**src/pdfsu_pkg.sv**
```systemverilog
// ----------------------------------------------------------------------------
// pdfsu_pkg
// Shared types, constants and helpers of the literal string unescape block.
// ----------------------------------------------------------------------------
package pdfsu_pkg;

   localparam int BYTE_W                   = 8;
   localparam int CFG_W                    = 15;
   localparam int PAREN_DEPTH_BITS_DEFAULT = 16;
   localparam int LENGTH_BITS_DEFAULT      = 15;
   localparam int QUEUE_DEPTH              = 4;

   localparam logic [CFG_W-1:0] MAX_LEN_RESET = 15'h7FFF;

   localparam logic [BYTE_W-1:0] CH_LF     = 8'h0A;
   localparam logic [BYTE_W-1:0] CH_CR     = 8'h0D;
   localparam logic [BYTE_W-1:0] CH_TAB    = 8'h09;
   localparam logic [BYTE_W-1:0] CH_BS     = 8'h08;
   localparam logic [BYTE_W-1:0] CH_FF     = 8'h0C;
   localparam logic [BYTE_W-1:0] CH_LPAREN = 8'h28;
   localparam logic [BYTE_W-1:0] CH_RPAREN = 8'h29;
   localparam logic [BYTE_W-1:0] CH_BSLASH = 8'h5C;
   localparam logic [BYTE_W-1:0] CH_N      = 8'h6E;
   localparam logic [BYTE_W-1:0] CH_R      = 8'h72;
   localparam logic [BYTE_W-1:0] CH_T      = 8'h74;
   localparam logic [BYTE_W-1:0] CH_B      = 8'h62;
   localparam logic [BYTE_W-1:0] CH_F      = 8'h66;

   typedef struct packed {
      logic [BYTE_W-1:0] in_byte;
      logic              end_of_buffer;
   } req_type;

   typedef struct packed {
      logic [BYTE_W-1:0] out_byte;
      logic              has_byte;
      logic              string_end;
      logic              closed_by_paren;
   } rsp_type;

   // up to two decoded bytes and an end marker for one input word
   typedef struct packed {
      logic [BYTE_W-1:0] data0;
      logic              has0;
      logic [BYTE_W-1:0] data1;
      logic              has1;
      logic              fin;
      logic              by_paren;
   } cmd_type;

   typedef struct packed {
      logic idle;
   } front_stat_type;

   typedef enum logic [4:0] {
      ESC_NORMAL = 5'b00001,
      ESC_BSLASH = 5'b00010,
      ESC_OCT1   = 5'b00100,
      ESC_OCT2   = 5'b01000,
      ESC_CR     = 5'b10000
   } esc_type;

   function automatic logic is_octal(input logic [BYTE_W-1:0] c);
      return c[7:3] == 5'b00110;
   endfunction

   function automatic logic [BYTE_W-1:0] escape_map(input logic [BYTE_W-1:0] c);
      logic [BYTE_W-1:0] r;
      case (c)
         CH_N:    r = CH_LF;
         CH_R:    r = CH_CR;
         CH_T:    r = CH_TAB;
         CH_B:    r = CH_BS;
         CH_F:    r = CH_FF;
         default: r = c;
      endcase
      return r;
   endfunction

endpackage

```
**src/pdf_literal_string_unescape_top.sv**
```systemverilog
// ----------------------------------------------------------------------------
// pdf_literal_string_unescape_top
// Decoder for the body of a PDF literal string, one raw byte per input word.
// ----------------------------------------------------------------------------
// The block takes one raw word per cycle whenever its four-entry command queue
// has room. Each input word yields zero to three result words (up to two
// decoded bytes and an end marker); the output stage sends one result word per
// cycle from a register while the receiver takes them, so the sustained rate
// is one input word per cycle as long as most input words give at most one
// result, and the output port bounds it otherwise. The first result word of
// an input word passes through the command queue and then the output
// register. The length limit register is written through the csr port, which
// never stalls, and applies from the next input word on.
module pdf_literal_string_unescape_top #(
   parameter int PAREN_DEPTH_BITS = pdfsu_pkg::PAREN_DEPTH_BITS_DEFAULT,
   parameter int LENGTH_BITS      = pdfsu_pkg::LENGTH_BITS_DEFAULT
) (
   input  logic                        clock,
   input  logic                        reset,
   input  logic                        req_valid,
   output logic                        req_ready,
   input  pdfsu_pkg::req_type          req_data,
   output logic                        rsp_valid,
   input  logic                        rsp_ready,
   output pdfsu_pkg::rsp_type          rsp_data,
   input  logic                        csr_valid,
   output logic                        csr_ready,
   input  logic [pdfsu_pkg::CFG_W-1:0] csr_data
);
   import pdfsu_pkg::*;

   logic           q_full, q_empty, q_push, q_pop;
   cmd_type        q_in, q_head;
   front_stat_type front_stat;

   assign csr_ready = 1'b1;

   pdfsu_front #(
      .PAREN_DEPTH_BITS (PAREN_DEPTH_BITS),
      .LENGTH_BITS      (LENGTH_BITS)
   ) u_front (
      .clock     (clock),
      .reset     (reset),
      .req_valid (req_valid),
      .req_ready (req_ready),
      .req_data  (req_data),
      .csr_valid (csr_valid && csr_ready),
      .csr_data  (csr_data),
      .q_full    (q_full),
      .cmd_push  (q_push),
      .cmd_data  (q_in),
      .stat      (front_stat)
   );

   pdfsu_queue u_queue (
      .clock     (clock),
      .reset     (reset),
      .push      (q_push),
      .push_data (q_in),
      .pop       (q_pop),
      .full      (q_full),
      .empty     (q_empty),
      .head      (q_head)
   );

   pdfsu_back u_back (
      .clock     (clock),
      .reset     (reset),
      .empty     (q_empty),
      .head      (q_head),
      .pop       (q_pop),
      .rsp_valid (rsp_valid),
      .rsp_ready (rsp_ready),
      .rsp_data  (rsp_data)
   );

   a_no_push_when_full : assert property (@(posedge clock) disable iff (reset)
      !(q_push && q_full))
      else $error("command pushed into full queue");

   a_clear_after_end : assert property (@(posedge clock) disable iff (reset)
      req_valid && req_ready && req_data.end_of_buffer |=> front_stat.idle)
      else $error("string state not cleared after buffer end");

   a_no_pop_when_empty : assert property (@(posedge clock) disable iff (reset)
      q_pop |-> !q_empty)
      else $error("command popped from empty queue");

   a_quiet_after_reset : assert property (@(posedge clock)
      $past(reset) |-> !rsp_valid)
      else $error("result word shown right after reset");

endmodule

```
**src/pdfsu_front.sv**
```systemverilog
// ----------------------------------------------------------------------------
// pdfsu_front
// Escape, nesting and length tracking; an input word makes at most one command.
// ----------------------------------------------------------------------------
module pdfsu_front #(
   parameter int PAREN_DEPTH_BITS = pdfsu_pkg::PAREN_DEPTH_BITS_DEFAULT,
   parameter int LENGTH_BITS      = pdfsu_pkg::LENGTH_BITS_DEFAULT
) (
   input  logic                       clock,
   input  logic                       reset,
   input  logic                       req_valid,
   output logic                       req_ready,
   input  pdfsu_pkg::req_type         req_data,
   input  logic                       csr_valid,
   input  logic [pdfsu_pkg::CFG_W-1:0] csr_data,
   input  logic                       q_full,
   output logic                       cmd_push,
   output pdfsu_pkg::cmd_type         cmd_data,
   output pdfsu_pkg::front_stat_type  stat
);
   import pdfsu_pkg::*;

   localparam int CW = (LENGTH_BITS > CFG_W) ? LENGTH_BITS : CFG_W;
   localparam logic [CW-1:0] COUNT_MAX = CW'((64'd1 << LENGTH_BITS) - 64'd1);
   localparam logic [PAREN_DEPTH_BITS-1:0] DEPTH_MAX = '1;

   logic [CFG_W-1:0]            max_len_ff;
   esc_type                     mode_ff, mode_in;
   logic [PAREN_DEPTH_BITS-1:0] depth_ff, depth_in;
   logic [BYTE_W-1:0]           code_ff, code_in;
   logic [LENGTH_BITS-1:0]      count_ff;

   logic [BYTE_W-1:0] c;
   logic [BYTE_W-1:0] code_shift;
   logic [BYTE_W-1:0] b0;
   logic              e0, e1, v0, v1, run_norm, closed, fin, accept;
   logic [CW-1:0]     lim, cnt0, cnt1, cnt2;

   assign accept    = req_valid && !q_full;
   assign req_ready = !q_full;
   assign c         = req_data.in_byte;
   assign code_shift = {code_ff[4:0], c[2:0]};

   always_comb begin
      mode_in  = ESC_NORMAL;
      code_in  = code_ff;
      e0       = 1'b0;
      b0       = code_ff;
      run_norm = 1'b0;
      unique case (mode_ff) inside
         ESC_BSLASH: begin
            if (is_octal(c)) begin
               code_in = {5'b0, c[2:0]};
               mode_in = ESC_OCT1;
            end else if (c == CH_CR) begin
               mode_in = ESC_CR;
            end else begin
               e0 = (c != CH_LF);
               b0 = escape_map(c);
            end
         end
         ESC_OCT1, ESC_OCT2: begin
            if (is_octal(c)) begin
               code_in = code_shift;
               if (mode_ff == ESC_OCT2) begin
                  e0 = 1'b1;
                  b0 = code_shift;
               end else begin
                  mode_in = ESC_OCT2;
               end
            end else begin
               e0       = 1'b1;
               run_norm = 1'b1;
            end
         end
         ESC_CR:  run_norm = (c != CH_LF);
         default: run_norm = 1'b1;
      endcase

      depth_in = depth_ff;
      closed   = 1'b0;
      e1       = 1'b0;
      if (run_norm) begin
         if (c == CH_RPAREN) begin
            if (depth_ff == '0) begin
               closed = 1'b1;
            end else begin
               depth_in = depth_ff - PAREN_DEPTH_BITS'(1);
               e1       = 1'b1;
            end
         end else if (c == CH_LPAREN) begin
            if (depth_ff != DEPTH_MAX) depth_in = depth_ff + PAREN_DEPTH_BITS'(1);
            e1 = 1'b1;
         end else if (c == CH_BSLASH) begin
            mode_in = ESC_BSLASH;
         end else begin
            e1 = 1'b1;
         end
      end

      lim  = (CW'(max_len_ff) < COUNT_MAX) ? CW'(max_len_ff) : COUNT_MAX;
      cnt0 = CW'(count_ff);
      v0   = e0 && (cnt0 < lim);
      cnt1 = cnt0 + CW'(v0);
      v1   = e1 && (cnt1 < lim);
      cnt2 = cnt1 + CW'(v1);
      fin  = closed || req_data.end_of_buffer;
   end

   assign cmd_data.data0    = b0;
   assign cmd_data.has0     = v0;
   assign cmd_data.data1    = c;
   assign cmd_data.has1     = v1;
   assign cmd_data.fin      = fin;
   assign cmd_data.by_paren = closed;
   assign cmd_push          = accept && (v0 || v1 || fin);

   assign stat.idle = (mode_ff == ESC_NORMAL) && (depth_ff == '0) && (count_ff == '0);

   always_ff @(posedge clock) begin
      if (reset) begin
         max_len_ff <= MAX_LEN_RESET;
      end else if (csr_valid) begin
         max_len_ff <= csr_data;
      end
   end

   always_ff @(posedge clock) begin
      if (reset) begin
         mode_ff  <= ESC_NORMAL;
         depth_ff <= '0;
         code_ff  <= '0;
         count_ff <= '0;
      end else if (accept) begin
         if (fin) begin
            mode_ff  <= ESC_NORMAL;
            depth_ff <= '0;
            code_ff  <= '0;
            count_ff <= '0;
         end else begin
            mode_ff  <= mode_in;
            depth_ff <= depth_in;
            code_ff  <= code_in;
            count_ff <= cnt2[LENGTH_BITS-1:0];
         end
      end
   end

endmodule

```
**src/pdfsu_queue.sv**
```systemverilog
// ----------------------------------------------------------------------------
// pdfsu_queue
// Short command queue between the decode front and the output back end.
// ----------------------------------------------------------------------------
module pdfsu_queue (
   input  logic               clock,
   input  logic               reset,
   input  logic               push,
   input  pdfsu_pkg::cmd_type push_data,
   input  logic               pop,
   output logic               full,
   output logic               empty,
   output pdfsu_pkg::cmd_type head
);
   import pdfsu_pkg::*;

   localparam int PTR_W = $clog2(QUEUE_DEPTH);

   cmd_type           entries_ff [QUEUE_DEPTH];
   logic [PTR_W-1:0]  wr_ptr_ff, rd_ptr_ff;
   logic [PTR_W:0]    count_ff;

   assign full  = (count_ff == (PTR_W+1)'(QUEUE_DEPTH));
   assign empty = (count_ff == '0);
   assign head  = entries_ff[rd_ptr_ff];

   always_ff @(posedge clock) begin
      if (push) entries_ff[wr_ptr_ff] <= push_data;
   end

   always_ff @(posedge clock) begin
      if (reset) begin
         wr_ptr_ff <= '0;
         rd_ptr_ff <= '0;
         count_ff  <= '0;
      end else begin
         if (push) wr_ptr_ff <= wr_ptr_ff + PTR_W'(1);
         if (pop)  rd_ptr_ff <= rd_ptr_ff + PTR_W'(1);
         count_ff <= count_ff + (PTR_W+1)'(push) - (PTR_W+1)'(pop);
      end
   end

endmodule

```
**src/pdfsu_back.sv**
```systemverilog
// ----------------------------------------------------------------------------
// pdfsu_back
// Split each command into registered result words, one per cycle unless stalled.
// ----------------------------------------------------------------------------
module pdfsu_back (
   input  logic               clock,
   input  logic               reset,
   input  logic               empty,
   input  pdfsu_pkg::cmd_type head,
   output logic               pop,
   output logic               rsp_valid,
   input  logic               rsp_ready,
   output pdfsu_pkg::rsp_type rsp_data
);
   import pdfsu_pkg::*;

   logic [2:0] done_ff, done_in;
   logic [2:0] slots, pend, pick;
   logic       rsp_valid_ff, load;
   rsp_type    rsp_data_ff, rsp_in;

   assign slots = empty ? 3'b000 : {head.fin, head.has1, head.has0};
   assign pend  = slots & ~done_ff;
   assign pick  = pend & (~pend + 3'd1);
   assign load  = (!rsp_valid_ff || rsp_ready) && (pend != 3'b000);

   always_comb begin
      rsp_in = '0;
      if (pick[0]) begin
         rsp_in.out_byte = head.data0;
         rsp_in.has_byte = 1'b1;
      end else if (pick[1]) begin
         rsp_in.out_byte = head.data1;
         rsp_in.has_byte = 1'b1;
      end else begin
         rsp_in.string_end      = 1'b1;
         rsp_in.closed_by_paren = head.by_paren;
      end
      done_in = done_ff | pick;
      pop     = load && (done_in == slots);
   end

   always_ff @(posedge clock) begin
      if (reset) begin
         done_ff      <= '0;
         rsp_valid_ff <= 1'b0;
      end else begin
         if (load) done_ff <= pop ? 3'b000 : done_in;
         if (load) begin
            rsp_valid_ff <= 1'b1;
         end else if (rsp_ready) begin
            rsp_valid_ff <= 1'b0;
         end
      end
   end

   always_ff @(posedge clock) begin
      if (load) rsp_data_ff <= rsp_in;
   end

   assign rsp_valid = rsp_valid_ff;
   assign rsp_data  = rsp_data_ff;

endmodule

```
**config.mk**
```make
export PLATFORM = sky130hd
export DESIGN_NAME = pdf_literal_string_unescape_top
export DESIGN_NICKNAME = d
export VERILOG_FILES = /design/src/pdfsu_pkg.sv /design/src/pdf_literal_string_unescape_top.sv /design/src/pdfsu_front.sv /design/src/pdfsu_queue.sv /design/src/pdfsu_back.sv
export SDC_FILE = /design/constraint.sdc
export NUM_CORES = 1
export LEC_CHECK = 0
export BUFFER_PORTS_ARGS = -buffer_cell sky130_fd_sc_hd__buf_2
export CORE_MARGIN = 2
export CORE_UTILIZATION = 25
export CTS_CLUSTER_SIZE = 10
export DETAILED_ROUTE_END_ITERATION = 7
export PLACE_DENSITY_LB_ADDON = 0.1
export SYNTH_ARGS = -nofsm -noshare
export SYNTH_HDL_FRONTEND = slang
export SYNTH_HIERARCHICAL = 1
export SYNTH_SLANG_ARGS = --single-unit
export TNS_END_PERCENT = 50
```
**constraint.sdc**
```tcl
create_clock -name clock -period 10.2 [get_ports clock]
set_clock_uncertainty 0.2 [all_clocks]
set_input_delay 0.51 -clock clock [delete_from_list [all_inputs] [get_ports clock]]
set_output_delay 0.51 -clock clock [all_outputs]
set_load 0.005 [all_outputs]
```
==> impl_metrics.tcl, run 1 <==
set metrics [dict create \
    antenna_cells 0 \
    rsz0062_at_grt "no" \
    syn_area_sq_um 8920 \
    ys_warn_count 6 \
    placed_area_sq_um 9540 \
    die_x_um 193 \
    drv_slew 0 \
    cts_buffer_depth 2 \
    ant_nets 0 \
    wl_met1_um 11500 \
    place_hpwl_um 17500 \
    drive_gt1_share_pct 14.6 \
    r2r_slack_ns 2.72 \
    drtIter0Drc 328 \
    post_cts_buffers 0 \
    cts_buffers 17 \
    h-tree-depth 4 \
    status "finished clean" \
    startpoint "u_front/cnt0[12]$_SDFFE_PP0P_" \
    vias 6467 \
    hold_class "input port to register" \
    slew_headroom_pct 27.8 \
    setup.worst_path.class "register to register" \
    worst_ep_required_time_ns 10.32 \
    cts-hold-fix-buffers 0 \
    crit_fanout 9 \
    clk_latency_ns 0.44 \
    first_global_vias 6623 \
    drc 0 \
    cts_resized 0 \
    final_common_cell "edfxtp_1" \
    cap_violations 0 \
    final_nets 929 \
    nFillCells 3733 \
    endpoint_kind "register" \
    timing.rr.start "u_front/cnt0[12]$_SDFFE_PP0P_" \
    port_buffers 41 \
    fin_cells 1330 \
    fin_area_sq_um 10200 \
    gp_congestion 0.804 \
    grt_max_degree 38 \
    mostFrequentLayoutCells "edfxtp_1 (91), dfxtp_1 (72), nand2_1 (67)" \
    fmax_mhz 134 \
    clockRootBuffer "clkbuf_16" \
    first_pass_iters 6 \
    tritoncts "done" \
    fp.coreArea_sq_um 35400 \
    multi_input_area_sq_um 4320 \
    syn_area_per_cell_sq_um 10.8 \
    hold_violations 0 \
    tightest_slew_ns 1.08 \
    clock-sinks 163 \
    register_area_sq_um 4170 \
    startpoint_type "register" \
    start_util_pct 25.2 \
    setup_viol 0 \
    r2r_end "u_front/cnt0[13]$_SDFFE_PP0P_" \
    powerDensity_nw_per_um2 187 \
    period_needed_ns 7.48 \
    antenna_found_initial 0 \
    routed_via_density 4.86 \
    overflow 0 \
    grt.total_usage_pct 14.1 \
    endpoint "u_front/cnt0[13]$_SDFFE_PP0P_" \
    fin_setup_tns_ns 0 \
    io_pins 43 \
    syn_to_final_growth_pct 14.1 \
    route.met2.wl_um 12400 \
    grt_pass1_wl_um 39600 \
    route.detailed.wl_per_inst_um 18.6 \
    syn_inst 829 \
    wl_um 24700 \
    top_layer "met4" \
    rows 69 \
    clkSlewWorstSetupHoldPaths_ns 0.07 \
    reg2regPathDepth 26 \
    synth_nets 902 \
    p_leak_nw 3.85 \
    vdd_ir_drop_max_uv 112 \
    die_y_um 193 \
    fin_crit_sh_pct 73.3 \
    dp.cells 1298 \
    worstPathArrival_ns 7.60 \
    die_area_sq_um 37200 \
    wl_met3_um 555 \
]
power by group:
part	internal (mW)	switching [mW]
Combinational	0.171	0.227
Sequential	0.783	0.0276
Clock	0.386	0.309
flip-flops by register name (all words and copies together), names as in the netlist, 3 cells and up, named ones only:
signal / count
u_front/mode_ff: 5
u_front/code_ff: 8
u_front/cnt0: 15
u_back/rsp_data: 11
u_front/depth_ff: 16
u_queue/count_ff: 3
u_queue/entries_ff: 80
u_back/done_ff: 3
u_front/max_len_ff: 15
how the worst min path moves through the flow:
| stage | start | end | slack (ns) | depth (start not counted) |
|---|---|---|---|---|
| 4_1_cts | csr_data[9] | u_front/max_len_ff[9]$_SDFFE_PP1P_ | 0.06 | 3 |
| 3_5_place_dp | u_front/cnt0[0]$_SDFFE_PP0P_ | u_front/cnt0[0]$_SDFFE_PP0P_ | 0.27 | 2 |
| 6_report | csr_data[9] | u_front/max_len_ff[9]$_SDFFE_PP1P_ | 0.08 | 3 |
| 2_1_floorplan | u_front/cnt0[0]$_SDFFE_PP0P_ | u_front/cnt0[0]$_SDFFE_PP0P_ | 0.24 | 2 |
| 3_3_place_gp | u_front/cnt0[0]$_SDFFE_PP0P_ | u_front/cnt0[0]$_SDFFE_PP0P_ | 0.27 | 2 |
| 5_1_grt | csr_data[9] | u_front/max_len_ff[9]$_SDFFE_PP1P_ | 0.08 | 3 |
area by class of cell:
type | count | share of cell area [%]
Clock buffer | 20 | 4.81
Clock inverter | 12 | 1.44
Inverter | 46 | 1.70
Multi-Input combinational cell | 575 | 42.5
Sequential cell | 163 | 41.0
Tap cell | 461 | 5.67
Timing Repair Buffer | 53 | 2.90
through the flow:
step / utilization [%] / power [mW] / setup slack, ns / hold slack [ns]
after floorplan: - / 1.11 / 4.18 / 0.243
after global placement: 27.0 / 1.24 / 2.89 / 0.270
final: 28.8 / 1.90 / 2.72 / 0.0820
after detailed placement: 27.0 / 1.24 / 2.79 / 0.271
after CTS: 28.8 / 1.95 / 2.73 / 0.0593
after global routing: 28.8 / 2.02 / 2.00 / 0.0764
routing by layer:
layer | up-vias | GRT usage, %
met2 | 79 | 24.4
met4 | 0 | 3.61
met1 | 3189 | 18.2
met3 | 19 | 2.31
li1 | 3180 | -
met5 | - | 0
worst max-delay path, cell delays in order (launching register included):
cell	delay [ns]
dfxtp_1	0.42
ha_1	0.27
and4_1	0.20
a2111oi_0	0.43
nand2_1	0.10
nor3_1	0.18
o21a_1	0.33
ha_1	0.33
ha_1	0.38
nand3_1	0.20
nor3_2	0.57
nand3_1	0.17
xor2_1	0.34
inv_1	0.08
ha_1	0.29
a21o_1	0.18
a21o_1	0.18
a211o_1	0.29
nor4_1	0.23
o41a_1	0.36
ha_1	0.25
and3_1	0.24
and4b_1	0.26
nand3_1	0.16
nor4_1	0.29
xnor2_1	0.14
o41ai_1	0.30
(Power assumes the default switching activity.)
==> run 2, diff against run 1 <==
clock period = 7.7 ns   (was 10.2 ns; I/O delays follow)
==> impl_metrics.tcl, run 2 (synthesis gave the netlist of run 1 again) <==
set metrics [dict create \
    reg_top3 "u_queue/entries_ff (80), u_front/depth_ff (16)" \
    cap_violations 0 \
    drv_slew 0 \
    vias 6488 \
    wl_um 24400 \
    fmax_mhz 143 \
    mostFrequentLayoutCells "edfxtp_1 (91), dfxtp_1 (72), nand2_1 (67)" \
    syn_to_final_growth_pct 16.1 \
    cts_buffers 17 \
    endpoint_kind "register" \
    status "finished clean" \
    worstPathArrival_ns 7.15 \
    tightest_slew_ns 1.03 \
    drive_gt1_share_pct 15.0 \
    timing.rr.start "u_front/cnt0[12]$_SDFFE_PP0P_" \
    die_area_sq_um 37200 \
    grt.total_usage_pct 13.7 \
    port_buffers 41 \
    routed_via_density 4.81 \
    r2r_slack_ns 0.69 \
    largest_reg_flops 80 \
    hold_violations 0 \
    die_y_um 193 \
    reg2regPathDepth 27 \
    clock-sinks 163 \
    tritoncts "done" \
    whs_ns 0.0834 \
    drtIter0Drc 315 \
    grt_max_degree 53 \
    h-tree-depth 4 \
    post_cts_buffers 0 \
    rsz0062_at_grt "no" \
    p_leak_nw 3.94 \
    rows 69 \
    period_needed_ns 7.01 \
    fp.coreArea_sq_um 35400 \
    vdd_ir_drop_max_uv 144 \
    nFillCells 3683 \
    regMostFlops "u_queue/entries_ff" \
    setup_viol 0 \
    startpoint "u_front/cnt0[12]$_SDFFE_PP0P_" \
    place_hpwl_um 17100 \
    ant_nets 0 \
    gp_congestion 0.771 \
    fin_setup_tns_ns 0 \
    powerDensity_nw_per_um2 241 \
    final_nets 949 \
    hold_class "input port to register" \
    antenna_found_initial 0 \
    antenna_cells 0 \
    cts_buffer_depth 2 \
    startpoint_type "register" \
    final_common_cell "edfxtp_1" \
    endpoint "u_front/cnt0[13]$_SDFFE_PP0P_" \
    fin_crit_sh_pct 91.0 \
    setup.worst_path.class "register to register" \
    io_pins 43 \
    grt_pass1_wl_um 38500 \
    crit_fanout 9 \
    die_x_um 193 \
    first_pass_iters 5 \
    start_util_pct 25.2 \
    route.detailed.wl_per_inst_um 18.1 \
    clkSlewWorstSetupHoldPaths_ns 0.07 \
    slew_headroom_pct 30.5 \
    worst_ep_required_time_ns 7.84 \
    r2r_end "u_front/cnt0[13]$_SDFFE_PP0P_" \
    clk_latency_ns 0.44 \
    clockRootBuffer "clkbuf_16" \
    overflow 0 \
    whs_path_depth 3 \
    drc 0 \
    first_global_vias 6504 \
]
run 2: cell types whose count changed in the layout (fill, tap and decap cells not counted), moves of 2 or more:
cell,delta
dlygate4sd3_1,+15
clkinv_4,+3
inv_6,-4
buf_4,+5
inv_8,+2
run 2: stage by stage:
stage               cell area [sq um]  worst slack (ns)  std cells  total power [mW]  util (%)
floorplan                        8920              1.68        829              1.46         -
global placement                 9580             0.775       1303              1.65      27.1
detailed placement               9580             0.652       1303              1.64      27.1
CTS                             10300             0.610       1350              2.55      29.2
global route                    10400            0.0159       1350              2.64      29.3
finish                          10400             0.692       1350              2.50      29.3
run 2: area by class of cell:
type | instances | area, sq um | share of cell area [%]
Multi-Input combinational cell | 575 | 4330 | 41.8
Sequential cell | 163 | 4170 | 40.3
Tap cell | 461 | 577 | 5.57
Clock buffer | 20 | 489 | 4.72
Timing Repair Buffer | 73 | 483 | 4.66
Inverter | 46 | 173 | 1.67
Clock inverter | 12 | 130 | 1.26
run 2: worst min-delay path by stage:
stage,start,end,slack [ns]
final,rsp_ready,u_back/rsp_valid$_SDFFE_PP0P_,0.08
after global routing,req_data[7],u_queue/entries_ff[1][9]$_DFFE_PP_,0.09
after CTS,req_data[4],u_queue/entries_ff[2][6]$_DFFE_PP_,0.07
after detailed placement,u_front/code_ff[7]$_SDFFE_PP0P_,u_front/code_ff[7]$_SDFFE_PP0P_,0.27
after global placement,u_front/cnt0[0]$_SDFFE_PP0P_,u_front/cnt0[0]$_SDFFE_PP0P_,0.26
after floorplan,u_front/cnt0[0]$_SDFFE_PP0P_,u_front/cnt0[0]$_SDFFE_PP0P_,0.24
run 2: metal layers:
metal | vias up | wire, um | global-route usage (%)
met4 | 0 | 209 | 3.23
met3 | 17 | 654 | 2.40
met5 | - | 0 | 0
met1 | 3165 | 11800 | 18.4
li1 | 3226 | - | -
met2 | 80 | 11800 | 22.8
run 2: critical path, cell delays in order, from the launching register on:
cell and delay, ns:
dfxtp_1 0.46, ha_1 0.29, and4_1 0.21, a2111oi_0 0.40, nand2_1 0.09, nor3_1 0.21, o21a_1 0.31, ha_1 0.31
ha_1 0.38, nand3_1 0.18, nor3_2 0.20, buf_4 0.18, nand3_1 0.12, xor2_2 0.26, inv_1 0.07, ha_1 0.30
a21o_1 0.18, a21o_1 0.17, a211o_1 0.28, nor4_1 0.24, o41a_1 0.37, ha_1 0.22, and3_1 0.22, and4b_1 0.25
nand3_1 0.17, nor4_1 0.29, xnor2_1 0.10, o41ai_1 0.23
run 2: report_power, final:
part | internal [mW] | switching [mW]
combinational | 0.234 | 0.304
sequential | 1.04 | 0.0344
clock | 0.479 | 0.407
run 2: what timing repair did:
| item | in CTS | in global routing |
|---|---|---|
| hold endpoints to repair | 15 | 0 |
| endpoints found under the setup margin | 0 | 2 |
| gates resized for setup | 0 | 1 |
| hold buffers | 15 | 0 |
==> run 3, diff against run 2 <==
RECOVER_POWER = 25   (was unset)
==> impl_metrics.tcl, run 3 (synthesis gave the netlist of run 1 again) <==
set metrics [dict create \
    status "finished, violations left" \
    violations "max-capacitance violations, max-slew violations" \
    place_hpwl_um 17100 \
    largest_reg_flops 80 \
    die_x_um 193 \
    regMostFlops "u_queue/entries_ff" \
    final_nets 949 \
    mostFrequentLayoutCells "edfxtp_1 (91), dfxtp_1 (72), nand2_1 (67)" \
    multi_input_area_sq_um 4320 \
    overflow 0 \
    fin_setup_tns_ns 0 \
    routed_via_density 4.81 \
    port_buffers 41 \
    fin_crit_sh_pct 90.8 \
    period_needed_ns 6.99 \
    p_leak_nw 3.87 \
    crit_fanout 9 \
    syn_to_final_growth_pct 15.6 \
    powerDensity_nw_per_um2 241 \
    tritoncts "done" \
    antenna_cells 0 \
    worst_ep_required_time_ns 7.84 \
    whs_path_depth 3 \
    clockRootBuffer "clkbuf_16" \
    clock-sinks 163 \
    nFillCells 3694 \
    setup.worst_path.class "register to register" \
    first_global_vias 6504 \
    cts_buffers 17 \
    drive_gt1_share_pct 12.3 \
    fp.coreArea_sq_um 35400 \
    rsz0062_at_grt "no" \
    hold_violations 0 \
    hold_class "input port to register" \
    gp_congestion 0.771 \
    fmax_mhz 143 \
    slew_headroom_pct -21.7 \
    vdd_ir_drop_max_uv 144 \
    clkSlewWorstSetupHoldPaths_ns 0.07 \
    reg2regPathDepth 27 \
    reg_top3 "u_queue/entries_ff (80), u_front/depth_ff (16)" \
    wl_um 24500 \
    tightest_slew_ns 1.83 \
    worst_slack_ns 0.712 \
    h-tree-depth 4 \
    clk_latency_ns 0.44 \
    grt_max_degree 53 \
    ant_nets 0 \
    setup_viol 0 \
    startpoint_type "register" \
    drc 0 \
    final_common_cell "edfxtp_1" \
    pre_cts_slack_ns 0.652 \
    grt_pass1_wl_um 38500 \
    route.detailed.wl_per_inst_um 18.1 \
    start_util_pct 25.2 \
    first_pass_iters 5 \
    endpoint_kind "register" \
    worstPathArrival_ns 7.13 \
    rows 69 \
    register_area_sq_um 4170 \
    drv_slew 21 \
    die_area_sq_um 37200 \
    io_pins 43 \
    drtIter0Drc 362 \
    grt.total_usage_pct 13.7 \
    cap_violations 1 \
    cts_buffer_depth 2 \
    die_y_um 193 \
    antenna_found_initial 0 \
    post_cts_buffers 0 \
    vias 6492 \
]
[run 3: final cells by class]
type	instances	share of cell area, %
Timing Repair Buffer	73	4.34
Clock inverter	12	1.26
Clock buffer	20	4.74
Sequential cell	163	40.5
Multi-Input combinational cell	575	41.9
Inverter	46	1.67
Tap cell	461	5.59
[run 3: final timing paths]
check	to	from	slack [ns]
worst max-delay path	u_front/cnt0[13]$_SDFFE_PP0P_	u_front/cnt0[12]$_SDFFE_PP0P_	0.71
worst min-delay path	u_back/rsp_valid$_SDFFE_PP0P_	rsp_ready	0.08
worst max register to register	u_front/cnt0[13]$_SDFFE_PP0P_	u_front/cnt0[12]$_SDFFE_PP0P_	0.71
worst min register to register	u_front/code_ff[7]$_SDFFE_PP0P_	u_front/code_ff[7]$_SDFFE_PP0P_	0.29
[run 3: through the flow]
step / instance area, sq um / cells / hold WS (ns) / utilization (%) / total power [mW]
3_5_place_dp: 9580 / 1303 / 0.266 / 27.1 / 1.64
5_1_grt: 10300 / 1350 / 0.114 / 29.1 / 2.64
3_3_place_gp: 9580 / 1303 / 0.264 / 27.1 / 1.65
2_1_floorplan: 8920 / 829 / 0.243 / - / 1.46
6_report: 10300 / 1350 / 0.0822 / 29.1 / 2.49
4_1_cts: 10300 / 1350 / 0.0688 / 29.2 / 2.55
[run 3: power breakdown]
| part | total (mW) | switching [mW] | internal, mW |
|---|---|---|---|
| registers | 1.07 | 0.0352 | 1.04 |
| clock network | 0.888 | 0.408 | 0.480 |
| logic | 0.530 | 0.305 | 0.226 |
| total | 2.49 | 0.748 | 1.74 |
[run 3: routing by layer]
metal  vias to the layer above  track usage (%)  part of all wire (%)  wire (um)
met5                         -                0                     0          0
met4                         0             3.23                  0.78        191
met3                        15             2.40                   2.6        628
met2                        79             22.8                    48      11900
met1                      3171             18.4                    48      11800
li1                       3227                -                     -          -
[run 3: critical path: stages (launching register included)]
cell and delay, ns:
dfxtp_1 0.46, ha_1 0.29, and4_1 0.21, a2111oi_0 0.40, nand2_1 0.09, nor3_1 0.21, o21a_1 0.31, ha_1 0.31
ha_1 0.38, nand3_1 0.18, nor3_2 0.20, buf_4 0.18, nand3_1 0.12, xor2_2 0.27, inv_1 0.07, ha_1 0.30
a21o_1 0.18, a21o_1 0.17, a211o_1 0.28, nor4_1 0.24, o41a_1 0.36, ha_1 0.22, and3_1 0.22, and4b_1 0.25
nand3_1 0.17, nor4_1 0.29, xnor2_1 0.10, o41ai_1 0.23
[run 3: timing repair]
| action | in CTS | in global routing |
|---|---|---|
| hold buffers | 15 | 0 |
| gates resized for setup | 0 | 1 |
| endpoints found under the setup margin | 0 | 2 |
| hold endpoints to repair | 15 | 0 |
